### src/design/rpwa_pkg.sv
package rpwa_pkg;

  localparam int unsigned MAX_SAMPLES = 4095;

  localparam int unsigned COUNT_W   = 12;
  localparam int unsigned RAW_W     = 16;
  localparam int unsigned GAIN_W    = 24;
  localparam int unsigned SCALED_W  = 24;
  localparam int unsigned MUL_W     = 25;
  localparam int unsigned PROD_W    = 2 * MUL_W;
  localparam int unsigned SQ_SUM_W  = 60;
  localparam int unsigned PWR_SUM_W = 61;
  localparam int unsigned QUO_W     = 60;
  localparam int unsigned ROOT_W    = QUO_W / 2;
  localparam int unsigned RMS_W     = 23;
  localparam int unsigned MEAN_W    = 48;

  localparam int unsigned MUL_CNT_W  = $clog2(MUL_W);
  localparam int unsigned DIV_CNT_W  = $clog2(QUO_W);
  localparam int unsigned SQRT_CNT_W = $clog2(ROOT_W);

  localparam logic [1:0] TWO_PHASES = 2'd2;

  typedef enum logic [2:0] {
    CFG_PHASE_COUNT = 3'd0,
    CFG_GAIN_VOLT_A = 3'd1,
    CFG_GAIN_VOLT_B = 3'd2,
    CFG_GAIN_AMP_A  = 3'd3,
    CFG_GAIN_AMP_B  = 3'd4,
    CFG_WINDOW_LIM  = 3'd5
  } cfg_reg_t;

  typedef struct packed {
    logic        [31:0] stamp_seconds;
    logic        [19:0] span_us;
    logic signed [15:0] volt_a_raw;
    logic signed [15:0] volt_b_raw;
    logic signed [15:0] amp_a_raw;
    logic signed [15:0] amp_b_raw;
  } in_t;

  typedef struct packed {
    logic        [31:0] window_start;
    logic        [31:0] window_span_us;
    logic        [11:0] sample_total;
    logic        [22:0] rms_volt_a;
    logic        [22:0] rms_volt_b;
    logic        [22:0] rms_amp_a;
    logic        [22:0] rms_amp_b;
    logic signed [47:0] mean_power_a;
    logic signed [47:0] mean_power_b;
    logic               time_gap;
  } out_t;

endpackage

### src/design/rpwa_mul.sv
module rpwa_mul import rpwa_pkg::*; (
  input  logic              clk,
  input  logic              rst,
  input  logic              start,
  input  logic [MUL_W-1:0]  a,
  input  logic [MUL_W-1:0]  b,
  output logic              done,
  output logic [PROD_W-1:0] product
);

  localparam logic [MUL_CNT_W-1:0] MUL_LAST = MUL_CNT_W'(MUL_W - 1);

  logic                 busy;
  logic [MUL_CNT_W-1:0] cnt;
  logic [MUL_W-1:0]     areg;
  logic [MUL_W:0]       hi;
  logic [MUL_W-1:0]     lo;
  logic [MUL_W:0]       a_ext;
  logic [MUL_W:0]       addend;
  logic [MUL_W:0]       sum;

  // The last multiplier bit carries negative weight.
  assign a_ext  = {areg[MUL_W-1], areg};
  assign addend = !lo[0] ? '0 : ((cnt == MUL_LAST) ? (~a_ext + 1'b1) : a_ext);
  assign sum    = hi + addend;

  assign product = {hi[MUL_W-1:0], lo};

  always_ff @(posedge clk) begin
    if (rst) begin
      busy <= 1'b0;
      done <= 1'b0;
      cnt  <= '0;
    end else begin
      done <= 1'b0;
      if (start) begin
        areg <= a;
        hi   <= '0;
        lo   <= b;
        cnt  <= '0;
        busy <= 1'b1;
      end else if (busy) begin
        hi <= {sum[MUL_W], sum[MUL_W:1]};
        lo <= {sum[0], lo[MUL_W-1:1]};
        if (cnt == MUL_LAST) begin
          busy <= 1'b0;
          done <= 1'b1;
        end else begin
          cnt <= cnt + 1'b1;
        end
      end
    end
  end

endmodule

### src/design/rpwa_div.sv
module rpwa_div import rpwa_pkg::*; (
  input  logic               clk,
  input  logic               rst,
  input  logic               start,
  input  logic [QUO_W-1:0]   dividend,
  input  logic [COUNT_W-1:0] divisor,
  output logic               done,
  output logic [QUO_W-1:0]   quotient
);

  localparam logic [DIV_CNT_W-1:0] DIV_LAST = DIV_CNT_W'(QUO_W - 1);

  logic                 busy;
  logic [DIV_CNT_W-1:0] cnt;
  logic [COUNT_W-1:0]   dsr;
  logic [COUNT_W-1:0]   rem;
  logic [COUNT_W:0]     trial;
  logic [COUNT_W:0]     diff;
  logic                 ge;

  assign trial = {rem, quotient[QUO_W-1]};
  assign ge    = trial >= {1'b0, dsr};
  assign diff  = trial - {1'b0, dsr};

  always_ff @(posedge clk) begin
    if (rst) begin
      busy <= 1'b0;
      done <= 1'b0;
      cnt  <= '0;
    end else begin
      done <= 1'b0;
      if (start) begin
        dsr      <= divisor;
        rem      <= '0;
        quotient <= dividend;
        cnt      <= '0;
        busy     <= 1'b1;
      end else if (busy) begin
        rem      <= ge ? diff[COUNT_W-1:0] : trial[COUNT_W-1:0];
        quotient <= {quotient[QUO_W-2:0], ge};
        if (cnt == DIV_LAST) begin
          busy <= 1'b0;
          done <= 1'b1;
        end else begin
          cnt <= cnt + 1'b1;
        end
      end
    end
  end

endmodule

### src/design/rpwa_sqrt.sv
module rpwa_sqrt import rpwa_pkg::*; (
  input  logic              clk,
  input  logic              rst,
  input  logic              start,
  input  logic [QUO_W-1:0]  radicand,
  output logic              done,
  output logic [ROOT_W-1:0] root
);

  localparam logic [SQRT_CNT_W-1:0] SQRT_LAST = SQRT_CNT_W'(ROOT_W - 1);

  logic                  busy;
  logic [SQRT_CNT_W-1:0] cnt;
  logic [QUO_W-1:0]      rad;
  logic [ROOT_W+1:0]     rem;
  logic [ROOT_W+3:0]     remsh;
  logic [ROOT_W+3:0]     trial;
  logic [ROOT_W+3:0]     diff;
  logic                  ge;

  assign remsh = {rem, rad[QUO_W-1:QUO_W-2]};
  assign trial = {2'b00, root, 2'b01};
  assign ge    = remsh >= trial;
  assign diff  = remsh - trial;

  always_ff @(posedge clk) begin
    if (rst) begin
      busy <= 1'b0;
      done <= 1'b0;
      cnt  <= '0;
    end else begin
      done <= 1'b0;
      if (start) begin
        rad  <= radicand;
        rem  <= '0;
        root <= '0;
        cnt  <= '0;
        busy <= 1'b1;
      end else if (busy) begin
        rem  <= ge ? diff[ROOT_W+1:0] : remsh[ROOT_W+1:0];
        root <= {root[ROOT_W-2:0], ge};
        rad  <= {rad[QUO_W-3:0], 2'b00};
        if (cnt == SQRT_LAST) begin
          busy <= 1'b0;
          done <= 1'b1;
        end else begin
          cnt <= cnt + 1'b1;
        end
      end
    end
  end

endmodule

### src/design/rms_power_window_accumulator_unit.sv
// Windowed true-RMS and active power meter. Each sample transaction is scaled by the
// gain registers and, while its window is open and below the duration and sample
// limits, adds v*v, i*i and v*i per phase. All arithmetic runs through one bit-serial
// multiplier, one bit-serial divider and a two-bits-per-cycle square root. A sample
// that adds to the window takes five multiplies per phase. A sample that neither adds
// nor closes leaves the unit idle. A sample that closes a window waits until the output
// register is free and then takes six divisions and four roots before the result
// transaction appears. The output register holds that result while the next window
// accumulates.
module rms_power_window_accumulator_unit import rpwa_pkg::*; (
  input  logic        clk,
  input  logic        rst,
  input  logic        in_valid,
  output logic        in_stall,
  input  in_t         in_data,
  output logic        out_valid,
  input  logic        out_stall,
  output out_t        out_data,
  input  logic        cfg_write,
  input  logic [2:0]  cfg_index,
  input  logic [31:0] cfg_data
);

  typedef enum logic [8:0] {
    S_IDLE   = 9'b000000001,
    S_MSTART = 9'b000000010,
    S_MWAIT  = 9'b000000100,
    S_OWAIT  = 9'b000001000,
    S_DSTART = 9'b000010000,
    S_DWAIT  = 9'b000100000,
    S_QSTART = 9'b001000000,
    S_QWAIT  = 9'b010000000,
    S_EMIT   = 9'b100000000
  } state_t;

  typedef enum logic [2:0] {
    K_SCALE_V = 3'd0,
    K_SCALE_I = 3'd1,
    K_SQ_V    = 3'd2,
    K_SQ_I    = 3'd3,
    K_PROD    = 3'd4
  } step_t;

  typedef enum logic [2:0] {
    J_VOLT_A = 3'd0,
    J_VOLT_B = 3'd1,
    J_AMP_A  = 3'd2,
    J_AMP_B  = 3'd3,
    J_PWR_A  = 3'd4,
    J_PWR_B  = 3'd5
  } job_t;

  state_t state;
  step_t  step;
  job_t   job;
  logic   phase;
  logic   two_phase;

  logic [1:0]  phase_count;
  logic [23:0] gain_volt_a;
  logic [23:0] gain_volt_b;
  logic [23:0] gain_amp_a;
  logic [23:0] gain_amp_b;
  logic [31:0] window_limit_us;

  logic [31:0]          open_start;
  logic [31:0]          open_span;
  logic [COUNT_W-1:0]   open_total;
  logic [31:0]          prev_start;
  logic [SQ_SUM_W-1:0]  volt_sq [2];
  logic [SQ_SUM_W-1:0]  amp_sq [2];
  logic [PWR_SUM_W-1:0] pwr_sum [2];

  logic [RAW_W-1:0]    volt_a_raw;
  logic [RAW_W-1:0]    volt_b_raw;
  logic [RAW_W-1:0]    amp_a_raw;
  logic [RAW_W-1:0]    amp_b_raw;
  logic [SCALED_W-1:0] volt_scaled;
  logic [SCALED_W-1:0] amp_scaled;

  logic               accept;
  logic               restart;
  logic [31:0]        base_span;
  logic [32:0]        span_sum;
  logic [31:0]        new_span;
  logic [31:0]        eff_start;
  logic [COUNT_W-1:0] eff_total;
  logic               do_acc;
  logic               do_close;

  logic [RAW_W-1:0]    raw_v;
  logic [RAW_W-1:0]    raw_i;
  logic [GAIN_W-1:0]   gain_v;
  logic [GAIN_W-1:0]   gain_i;
  logic [MUL_W-1:0]    mul_a;
  logic [MUL_W-1:0]    mul_b;
  logic                mul_done;
  logic [PROD_W-1:0]   mul_prod;

  logic [PWR_SUM_W-1:0] pwr_sel;
  logic [PWR_SUM_W-1:0] pwr_mag;
  logic [QUO_W-1:0]     dividend;
  logic                 div_done;
  logic [QUO_W-1:0]     quotient;
  logic [QUO_W-1:0]     mean_full;
  logic                 sqrt_done;
  logic [ROOT_W-1:0]    root;
  logic [RMS_W-1:0]     rms_sat;

  assign in_stall = (state != S_IDLE);
  assign accept   = in_valid && !in_stall;

  assign restart   = (in_data.stamp_seconds < open_start) || (open_total == '0);
  assign base_span = restart ? '0 : open_span;
  assign span_sum  = {1'b0, base_span} + {13'b0, in_data.span_us};
  assign new_span  = span_sum[32] ? '1 : span_sum[31:0];
  assign eff_start = restart ? in_data.stamp_seconds : open_start;
  assign eff_total = restart ? '0 : open_total;
  assign do_acc    = (new_span < window_limit_us) && (in_data.stamp_seconds == eff_start) &&
                     (eff_total < COUNT_W'(MAX_SAMPLES));
  assign do_close  = (in_data.stamp_seconds != eff_start);

  assign raw_v  = phase ? volt_b_raw : volt_a_raw;
  assign raw_i  = phase ? amp_b_raw : amp_a_raw;
  assign gain_v = phase ? gain_volt_b : gain_volt_a;
  assign gain_i = phase ? gain_amp_b : gain_amp_a;

  always_comb begin
    case (step)
      K_SCALE_V: begin
        mul_a = {{(MUL_W-RAW_W){raw_v[RAW_W-1]}}, raw_v};
        mul_b = {1'b0, gain_v};
      end
      K_SCALE_I: begin
        mul_a = {{(MUL_W-RAW_W){raw_i[RAW_W-1]}}, raw_i};
        mul_b = {1'b0, gain_i};
      end
      K_SQ_V: begin
        mul_a = {volt_scaled[SCALED_W-1], volt_scaled};
        mul_b = {volt_scaled[SCALED_W-1], volt_scaled};
      end
      K_SQ_I: begin
        mul_a = {amp_scaled[SCALED_W-1], amp_scaled};
        mul_b = {amp_scaled[SCALED_W-1], amp_scaled};
      end
      K_PROD: begin
        mul_a = {volt_scaled[SCALED_W-1], volt_scaled};
        mul_b = {amp_scaled[SCALED_W-1], amp_scaled};
      end
      default: begin
        mul_a = '0;
        mul_b = '0;
      end
    endcase
  end

  assign pwr_sel = (job == J_PWR_B) ? pwr_sum[1] : pwr_sum[0];
  assign pwr_mag = pwr_sel[PWR_SUM_W-1] ? (~pwr_sel + 1'b1) : pwr_sel;

  always_comb begin
    case (job)
      J_VOLT_A: dividend = volt_sq[0];
      J_VOLT_B: dividend = volt_sq[1];
      J_AMP_A:  dividend = amp_sq[0];
      J_AMP_B:  dividend = amp_sq[1];
      default:  dividend = pwr_mag[QUO_W-1:0];
    endcase
  end

  assign mean_full = pwr_sel[PWR_SUM_W-1] ? (~quotient + 1'b1) : quotient;
  assign rms_sat   = (|root[ROOT_W-1:RMS_W]) ? '1 : root[RMS_W-1:0];

  rpwa_mul u_mul (
    .clk     (clk),
    .rst     (rst),
    .start   (state == S_MSTART),
    .a       (mul_a),
    .b       (mul_b),
    .done    (mul_done),
    .product (mul_prod)
  );

  rpwa_div u_div (
    .clk      (clk),
    .rst      (rst),
    .start    (state == S_DSTART),
    .dividend (dividend),
    .divisor  (open_total),
    .done     (div_done),
    .quotient (quotient)
  );

  rpwa_sqrt u_sqrt (
    .clk      (clk),
    .rst      (rst),
    .start    (state == S_QSTART),
    .radicand (quotient),
    .done     (sqrt_done),
    .root     (root)
  );

  always_ff @(posedge clk) begin
    if (rst) begin
      state           <= S_IDLE;
      step            <= K_SCALE_V;
      job             <= J_VOLT_A;
      phase           <= 1'b0;
      two_phase       <= 1'b0;
      phase_count     <= 2'd1;
      gain_volt_a     <= 24'd65536;
      gain_volt_b     <= 24'd65536;
      gain_amp_a      <= 24'd65536;
      gain_amp_b      <= 24'd65536;
      window_limit_us <= 32'd1002000;
      open_start      <= '0;
      open_span       <= '0;
      open_total      <= '0;
      prev_start      <= '0;
      volt_sq[0]      <= '0;
      volt_sq[1]      <= '0;
      amp_sq[0]       <= '0;
      amp_sq[1]       <= '0;
      pwr_sum[0]      <= '0;
      pwr_sum[1]      <= '0;
      out_valid       <= 1'b0;
    end else begin
      if (cfg_write) begin
        case (cfg_index)
          CFG_PHASE_COUNT: phase_count     <= cfg_data[1:0];
          CFG_GAIN_VOLT_A: gain_volt_a     <= cfg_data[23:0];
          CFG_GAIN_VOLT_B: gain_volt_b     <= cfg_data[23:0];
          CFG_GAIN_AMP_A:  gain_amp_a      <= cfg_data[23:0];
          CFG_GAIN_AMP_B:  gain_amp_b      <= cfg_data[23:0];
          CFG_WINDOW_LIM:  window_limit_us <= cfg_data;
          default: ;
        endcase
      end

      if (out_valid && !out_stall) begin
        out_valid <= 1'b0;
      end

      case (state)
        S_IDLE: begin
          if (accept) begin
            volt_a_raw <= in_data.volt_a_raw;
            volt_b_raw <= in_data.volt_b_raw;
            amp_a_raw  <= in_data.amp_a_raw;
            amp_b_raw  <= in_data.amp_b_raw;
            open_start <= eff_start;
            open_span  <= new_span;
            open_total <= eff_total;
            two_phase  <= (phase_count == TWO_PHASES);
            phase      <= 1'b0;
            step       <= K_SCALE_V;
            if (restart) begin
              volt_sq[0] <= '0;
              volt_sq[1] <= '0;
              amp_sq[0]  <= '0;
              amp_sq[1]  <= '0;
              pwr_sum[0] <= '0;
              pwr_sum[1] <= '0;
            end
            if (do_acc) begin
              state <= S_MSTART;
            end else if (do_close) begin
              state <= S_OWAIT;
            end
          end
        end
        S_MSTART: begin
          state <= S_MWAIT;
        end
        S_MWAIT: begin
          if (mul_done) begin
            state <= S_MSTART;
            case (step)
              K_SCALE_V: begin
                volt_scaled <= mul_prod[SCALED_W+15:16];
                step        <= K_SCALE_I;
              end
              K_SCALE_I: begin
                amp_scaled <= mul_prod[SCALED_W+15:16];
                step       <= K_SQ_V;
              end
              K_SQ_V: begin
                volt_sq[phase] <= volt_sq[phase] + {12'b0, mul_prod[47:0]};
                step           <= K_SQ_I;
              end
              K_SQ_I: begin
                amp_sq[phase] <= amp_sq[phase] + {12'b0, mul_prod[47:0]};
                step          <= K_PROD;
              end
              default: begin
                pwr_sum[phase] <= pwr_sum[phase] +
                                  {{(PWR_SUM_W-PROD_W){mul_prod[PROD_W-1]}}, mul_prod};
                step           <= K_SCALE_V;
                if (!phase && two_phase) begin
                  phase <= 1'b1;
                end else begin
                  open_total <= open_total + 1'b1;
                  state      <= S_IDLE;
                end
              end
            endcase
          end
        end
        S_OWAIT: begin
          if (!out_valid) begin
            job   <= J_VOLT_A;
            state <= S_DSTART;
          end
        end
        S_DSTART: begin
          state <= S_DWAIT;
        end
        S_DWAIT: begin
          if (div_done) begin
            case (job)
              J_PWR_A: begin
                out_data.mean_power_a <= mean_full[MEAN_W-1:0];
                job                   <= J_PWR_B;
                state                 <= S_DSTART;
              end
              J_PWR_B: begin
                out_data.mean_power_b <= mean_full[MEAN_W-1:0];
                state                 <= S_EMIT;
              end
              default: begin
                state <= S_QSTART;
              end
            endcase
          end
        end
        S_QSTART: begin
          state <= S_QWAIT;
        end
        S_QWAIT: begin
          if (sqrt_done) begin
            state <= S_DSTART;
            case (job)
              J_VOLT_A: begin
                out_data.rms_volt_a <= rms_sat;
                job                 <= J_VOLT_B;
              end
              J_VOLT_B: begin
                out_data.rms_volt_b <= rms_sat;
                job                 <= J_AMP_A;
              end
              J_AMP_A: begin
                out_data.rms_amp_a <= rms_sat;
                job                <= J_AMP_B;
              end
              default: begin
                out_data.rms_amp_b <= rms_sat;
                job                <= J_PWR_A;
              end
            endcase
          end
        end
        S_EMIT: begin
          out_data.window_start   <= open_start;
          out_data.window_span_us <= open_span;
          out_data.sample_total   <= open_total;
          out_data.time_gap       <= (prev_start != '0) && ((open_start - prev_start) > 32'd1);
          out_valid               <= 1'b1;
          prev_start              <= open_start;
          open_total              <= '0;
          state                   <= S_IDLE;
        end
        default: begin
          state <= S_IDLE;
        end
      endcase
    end
  end

endmodule

### config.mk
export PLATFORM = sky130hd
export DESIGN_NAME = rms_power_window_accumulator_unit
export DESIGN_NICKNAME = d
export VERILOG_FILES = /design/src/design/rpwa_pkg.sv /design/src/design/rpwa_mul.sv /design/src/design/rpwa_div.sv /design/src/design/rpwa_sqrt.sv /design/src/design/rms_power_window_accumulator_unit.sv
export SDC_FILE = /design/constraint.sdc
export NUM_CORES = 2
export LEC_CHECK = 0
export BUFFER_PORTS_ARGS = -buffer_cell sky130_fd_sc_hd__clkbuf_2
export CAP_MARGIN = 20
export CORE_MARGIN = 2
export CORE_UTILIZATION = 25
export CTS_CLUSTER_SIZE = 12
export DETAILED_ROUTE_END_ITERATION = 7
export PLACE_DENSITY_LB_ADDON = 0.3
export SYNTH_ARGS = -nofsm -noshare
export SYNTH_HDL_FRONTEND = slang
export SYNTH_SLANG_ARGS = --single-unit
### constraint.sdc
create_clock -name clk -period 14 [get_ports clk]
set_input_delay 4.2 -clock clk [delete_from_list [all_inputs] [get_ports clk]]
set_output_delay 4.2 -clock clk [all_outputs]
set_load 0.03 [all_outputs]
After elaboration in Yosys (flattened, before gate mapping)
Memory sizes are Yosys's and may differ from the RTL's. A register that Yosys moved wholly into a read port is not among the register bits. Cells that the tools add are included.

Memories kept: 3. Output and inout port bits: 267. Logic and storage cells: 314. Bits in registers: 937. Memory bits (writable): 362. Input bits: 156.

Memory list: pwr_sum (words 2, width 61, rd ports 3, clocked after Yosys merged registers in 1, write ports 2, RTL line rms_power_window_accumulator_unit.sv:72) `logic [PWR_SUM_W-1:0] pwr_sum [2];`; amp_sq (words 2, width 60, rd ports 3, clocked after Yosys merged registers in 1, write ports 2, RTL line rms_power_window_accumulator_unit.sv:71) `logic [SQ_SUM_W-1:0] amp_sq [2];`; volt_sq (words 2, width 60, rd ports 3, clocked after Yosys merged registers in 1, write ports 2, RTL line rms_power_window_accumulator_unit.sv:70) `logic [SQ_SUM_W-1:0] volt_sq [2];`.

$add $sub $neg: 15. Reduce and logical (&&, ||, !) cells: 66. $lt $le $gt $ge: 6. Muxes and demuxes: 117. Eq/ne operators: 40. Bitwise operators: 17.

Operator list (count): two-way mux 60 bit (11); two-way mux 61 bit (4); one-hot mux 60 bit (4 select lines) (1); one-hot mux 25 bit (4 select lines) (2); two-way mux 32 bit (5); adder 60 x 48 -> 60 bit (2); OR reduction 60 bit (2); two-way mux 12 bit (7); two-way mux 26 bit (3); one-hot mux 9 bit (8 select lines) (1); < comparator 32 bit (2); subtractor 32 bit (2); two-way mux 9 bit (7); adder 61 bit (1); OR reduction 61 bit (1); adder 60 x 1 -> 60 bit (second input constant) (1); inverter 60 bit (1); two-way mux 1 bit (52); two-way mux 25 bit (2); adder 48 x 1 -> 48 bit (second input constant) (1); two-way mux 24 bit (2); two-way mux 48 bit (1); inverter 48 bit (1); one-hot mux 12 bit (3 select lines) (1); other kinds (62) (148).

Longest topological paths before layout
Depth in word-level cells: 11. Gate-level depth with buffers: 38.

By module
From an unflattened synthesis, not the netlist that was laid out.

Cells, all modules: 6855. Area, all modules: 72993.8 um^2.

By module, submodules not included: rms_power_window_accumulator_unit (cells each 5454, times used 1, area an instance 56321.5 um^2); rpwa_sqrt (cells each 639, times used 1, area an instance 7282.0 um^2); rpwa_mul (cells each 461, times used 1, area an instance 5018.6 um^2); rpwa_div (cells each 301, times used 1, area an instance 4371.7 um^2).

Worst setup path before layout
Ideal clock, no wire load.

Path type: input -> register. Start point: in in_data[107] in the netlist's numbering. End point: reg state[6]. Buffers on the path: 5. Data required time: 13.885 ns. Stages: 34. Setup time: 0.115 ns. Arrival time: 11.116 ns. Setup slack: 2.769 ns. Path through: ha_1 > nand4_1 > or3_1 > or4_1 > o21ai_0 > a31o_2 > clkbuf_1 > clkbuf_1 > clkbuf_1 > and2_1 > ha_1 > a21o_1 > a21oi_1 > o32ai_1 > o21a_1 > a21o_1 > a41oi_1 > nor2_1 > nand3_1 > clkbuf_1 > clkbuf_1 > nand2_1 > ha_1 > a21o_1 > a21o_1 > a21oi_1 > a2111o_1 > a31o_2 > a31oi_1 > nor2_1 > o41ai_1 > a221oi_1 > nor3_1 > a2111oi_0.

Longest elaborated chain between the ends: 11. Elaborated cells on any way between the ends: 18. Those cells by class: 1 x add/sub; 3 x order compare; 3 x eq/ne; 7 x mux; 4 x reduce/logical.

RTL lines: from (decl) (RTL line rms_power_window_accumulator_unit.sv:15) `input in_t in_data,`; < comparator 32 bit (*) (RTL line rms_power_window_accumulator_unit.sv:113) `assign restart = (in_data.stamp_seconds < open_start) || (open_total == '0);`; logical OR 1 bit (*) (RTL line rms_power_window_accumulator_unit.sv:113); two-way mux 32 bit (*) (RTL line rms_power_window_accumulator_unit.sv:114) `assign base_span = restart ? '0 : open_span;`; adder 32 x 20 -> 33 bit (*) (RTL line rms_power_window_accumulator_unit.sv:115) `assign span_sum = {1'b0, base_span} + {13'b0, in_data.span_us};`; two-way mux 32 bit (*) (RTL line rms_power_window_accumulator_unit.sv:116) `assign new_span = span_sum[32] ? '1 : span_sum[31:0];`; net new_span[4] (RTL line rms_power_window_accumulator_unit.sv:85) `logic [31:0] new_span;`; < comparator 32 bit (*) (RTL line rms_power_window_accumulator_unit.sv:119) `assign do_acc = (new_span < window_limit_us) && (in_data.stamp_seconds == eff_start) &&`; logical AND 1 bit (*) (2 in series) (RTL line rms_power_window_accumulator_unit.sv:119); two-way mux 9 bit (RTL line rms_power_window_accumulator_unit.sv:264) `if (do_acc) begin`; two-way mux 9 bit (RTL line rms_power_window_accumulator_unit.sv:245) `if (accept) begin`; one-hot mux 9 bit (8 select lines) (RTL line rms_power_window_accumulator_unit.sv:243) `case (state)`; to (signal assigned) (RTL line rms_power_window_accumulator_unit.sv:265) `state <= S_MSTART;`; to (signal assigned) (RTL line rms_power_window_accumulator_unit.sv:267) `state <= S_OWAIT;`; to (signal assigned) (RTL line rms_power_window_accumulator_unit.sv:272) `state <= S_MWAIT;`; to (decl) (RTL line rms_power_window_accumulator_unit.sv:53) `state_t state;`.

The timed path passes the listed nets; every way through them passes the cells marked *. The select of a mux whose other input is x is not followed. A chain may end at the register's enable or synchronous reset.

Final worst setup path
Start point: in in_data[109] in the netlist's numbering. End point: reg state[3].

The elaborated chain is that of the path after synthesis.

==> flow_summary_export.csv <==
group,metric,value,unit
outcome,status,"complete, no violations",
final_layout,instances_no_fill,11200,
timing,slew_headroom,22.2,%
floorplanning,die_w,539,um
global_route,grt_pass1_wl,353,mm
clock_network,clock_tree.htree_level_count,4,
clock_network,cts_setup_buffers,0,
floorplanning,pin_count,423,
clock_network,cts_root_buf,"clkbuf_16",
setup_path,slowest_stage,"nor4_1",
timing,slew_violations,0,
setup_path,r2r_end,"state[3]",
final_layout,fillers,29500,
hold_path,hold_depth,2,
final_layout,syn_to_final_growth,16.7,%
place,hpwlAfterDp,168,mm
route,drc_errors,0,
synth,synth.avg_cell_area,10.3,um2
route,first_pass_iters,7,
synth,synthArstFlopShare,0,%
setup_path,r2r_start,"open_start[25]",
pwr,p_per_area,133,mW/mm2
clock_network,tritoncts,"built",
synth,synth_ff_type,"edfxtp_1",
floorplanning,core,0.285,mm2
floorplanning,start_util,25.1,%
timing,rsz0062_at_grt,"false",
place,numPlacedInstances,10900,
setup_path,cp-end-kind,"flop",
clock_network,cts_made_buffers,165,
final_layout,most-common-layout-cells,"edfxtp_1, nand2_1, nor2_1",
timing,fin_crit_sh,83.6,%
global_route,gr-total-overflow,0,
timing,hold_viol,0,
setup_path,max_stage_delay,0.58,ns
route,vias_per_cell,4.93,
setup_path,reg2reg_depth,31,
clock_network,cts_resized,0,
global_route,antenna_found_initial,10,
synth,ys_ff_latch,1298,
route,routed-wl-met3,12.8,mm
timing,fmax,85.5,MHz
place,gp_congestion,0.898,
synth,synth_seq_area_share,50.6,%
setup_path,worstSetupPathType,"in -> reg",
floorplanning,row_count,196,
route,ant_nets,0,
floorplanning,die_h,539,um
route,drt-met1-wl,109,mm
pwr,leakage,31.0,nW
setup_path,cp.required,14.78,ns
route,via_count,55400,
job,drv_cap,0,
setup_path,critPathMaxFanout,10,
synth,synth.area.mux_share,6.01,%
hold_path,hold-path-endpoint,"gain_volt_a[12]",
synth,synth_compound_area_share,14.0,%
route,highest_layer,"met5",
timing,fin_tns_setup,0,ns
clock_network,clk_pin_slew,0.06,ns
global_route,grt_start_max_net_pins,123,
global_route,grtUsageTotal,15.8,%
timing,fin_crit,11.70,ns
synth,synth_xor_area_share,5.03,%
global_route,grt_pass1_vias,54000,
setup_path,crit_path_frequent_cell,"a21o_1",
timing,setup_viol,0,
final_layout,nets,7845,
timing,tightestPinTransition,1.17,ns
timing,fin_skew,0.102,ns
place,port_buffers,422,
clock_network,hold_buffers,0,
setup_path,crit_path_start_kind,"primary input",
synth,postSynthCellCount,6965,
route,avgRoutedWirePerCell,21.0,um
final_layout,final_common_cell,"edfxtp_1",
synth,synth_top_family_by_area,"simple AND/OR/NAND/NOR gates",
synth,synth_edf_count,1019,
route,drtIter0Drc,4408,
synth,syn-num-nets,7476,
synth,yosysWarningCount,0,
synth,ys_types,89,
clock_network,cts.sinks,1298,
hold_path,hold_path.class,"reg -> reg",
final_layout,layout-drive-gt1-share,14.0,%
clock_network,clock_latency,0.89,ns
setup_path,crit_start,"in_data[109]",
setup_path,reg2reg_setup_slack,5.22,ns
floorplanning,dieArea,0.290,mm2
synth,synth_area,0.0715,mm2
route,wl_met2,107,mm
clock_network,clk_path_buf_depth,4,
pwr,peakVddDrop,0.0998,mV
synth,synth_fa_ha_area_share,6.29,%
synth,yosys.area_share.simple,15.1,%
setup_path,arrival,12.48,ns
hold_path,worstHoldStart,"gain_volt_a[12]",
route,wl,236,mm
## logic make-up after synthesis
group | Yosys count
fa+ha+maj | 355
mux | 379
xor+xnor | 411
buf+inv | 569
flops | 1298
simple gates | 2393
compound gates | 1560
## worst max-delay path by stage
stage                     cells after the start  slack [ns]       end
after floorplan                              34        2.77  state[6]
after global placement                       31        1.45  state[3]
after detailed placement                     34        1.42  state[6]
after CTS                                    34        2.33  state[6]
after global routing                         30        1.75  state[6]
final                                        31        2.30  state[3]
## registers in the layout, indices dropped and copies added (netlist names), 25 cells and up, named ones only
register	flops
u_sqrt.rad	60
window_limit_us	32
prev_start	32
u_div.quotient	60
open_span	32
u_sqrt.root	30
pwr_sum	122
u_mul.lo	25
u_sqrt.rem	32
volt_sq	120
open_start	32
amp_sq	120
u_mul.hi	25
out_data	265
## metrics by stage
| stage | area [um2] | power [mW] | util (%) | hold WS, ns | setup WS (ns) |
|---|---|---|---|---|---|
| 6_report | 83500 | 11.1 | 29.3 | 0.452 | 2.30 |
| 5_1_grt | 83500 | 11.6 | 29.3 | 0.471 | 1.75 |
| 4_1_cts | 83400 | 11.2 | 29.3 | 0.454 | 2.33 |
| 3_5_place_dp | 78100 | 6.89 | 27.4 | 0.442 | 1.42 |
| 3_3_place_gp | 78100 | 6.85 | 27.4 | 0.441 | 1.45 |
| 2_1_floorplan | 71500 | 6.17 | - | 0.406 | 2.77 |
## cell type report
| class | count | area [um2] | area share (%) |
|---|---|---|---|
| Tap cell | 3762 | 4710 | 5.64 |
| Clock buffer | 209 | 4460 | 5.34 |
| Inverter | 245 | 920 | 1.10 |
| Antenna cell | 4 | 10.0 | 0.0120 |
| Sequential cell | 1298 | 36200 | 43.4 |
| Clock inverter | 81 | 828 | 0.992 |
| Timing Repair Buffer | 526 | 2970 | 3.56 |
| Multi-Input combinational cell | 5098 | 33400 | 40.0 |
## where the power goes
part / leakage [nW] / internal (mW) / switching [mW]
combinational: 16.6 / 0.805 / 1.36
sequential: 11.9 / 4.46 / 0.212
clock: 2.58 / 2.47 / 1.77
## routing by layer
| metal | track usage [%] | vias to the layer above |
|---|---|---|
| met5 | 0 | - |
| met4 | 5.50 | 10 |
| met3 | 2.21 | 371 |
| met2 | 25.2 | 1680 |
| met1 | 21.7 | 27200 |
| li1 | - | 26200 |
## Yosys cell counts, drive strengths merged, types with 171 or more instances
| master | instances | area [um2] |
|---|---|---|
| a21oi | 528 | 2640 |
| nand2 | 903 | 3390 |
| mux2i | 196 | 1980 |
| dfxtp | 279 | 5590 |
| nor2 | 743 | 2790 |
| clkbuf | 286 | 1070 |
| inv | 245 | 920 |
| edfxtp | 1019 | 30600 |
| o21ai | 274 | 1380 |
| xor2 | 171 | 1500 |
| ha | 348 | 4350 |
| xnor2 | 240 | 2100 |
## critical path: cells and delay by family
family	cells	cell delay, ns
AOI/OAI and AO/OA	14	3.72
buffers and inverters	1	0.11
adders and majority gates	4	1.23
and+or+nand+nor	12	3.19
No activity file was read; power rests on OpenSTA's default activity.
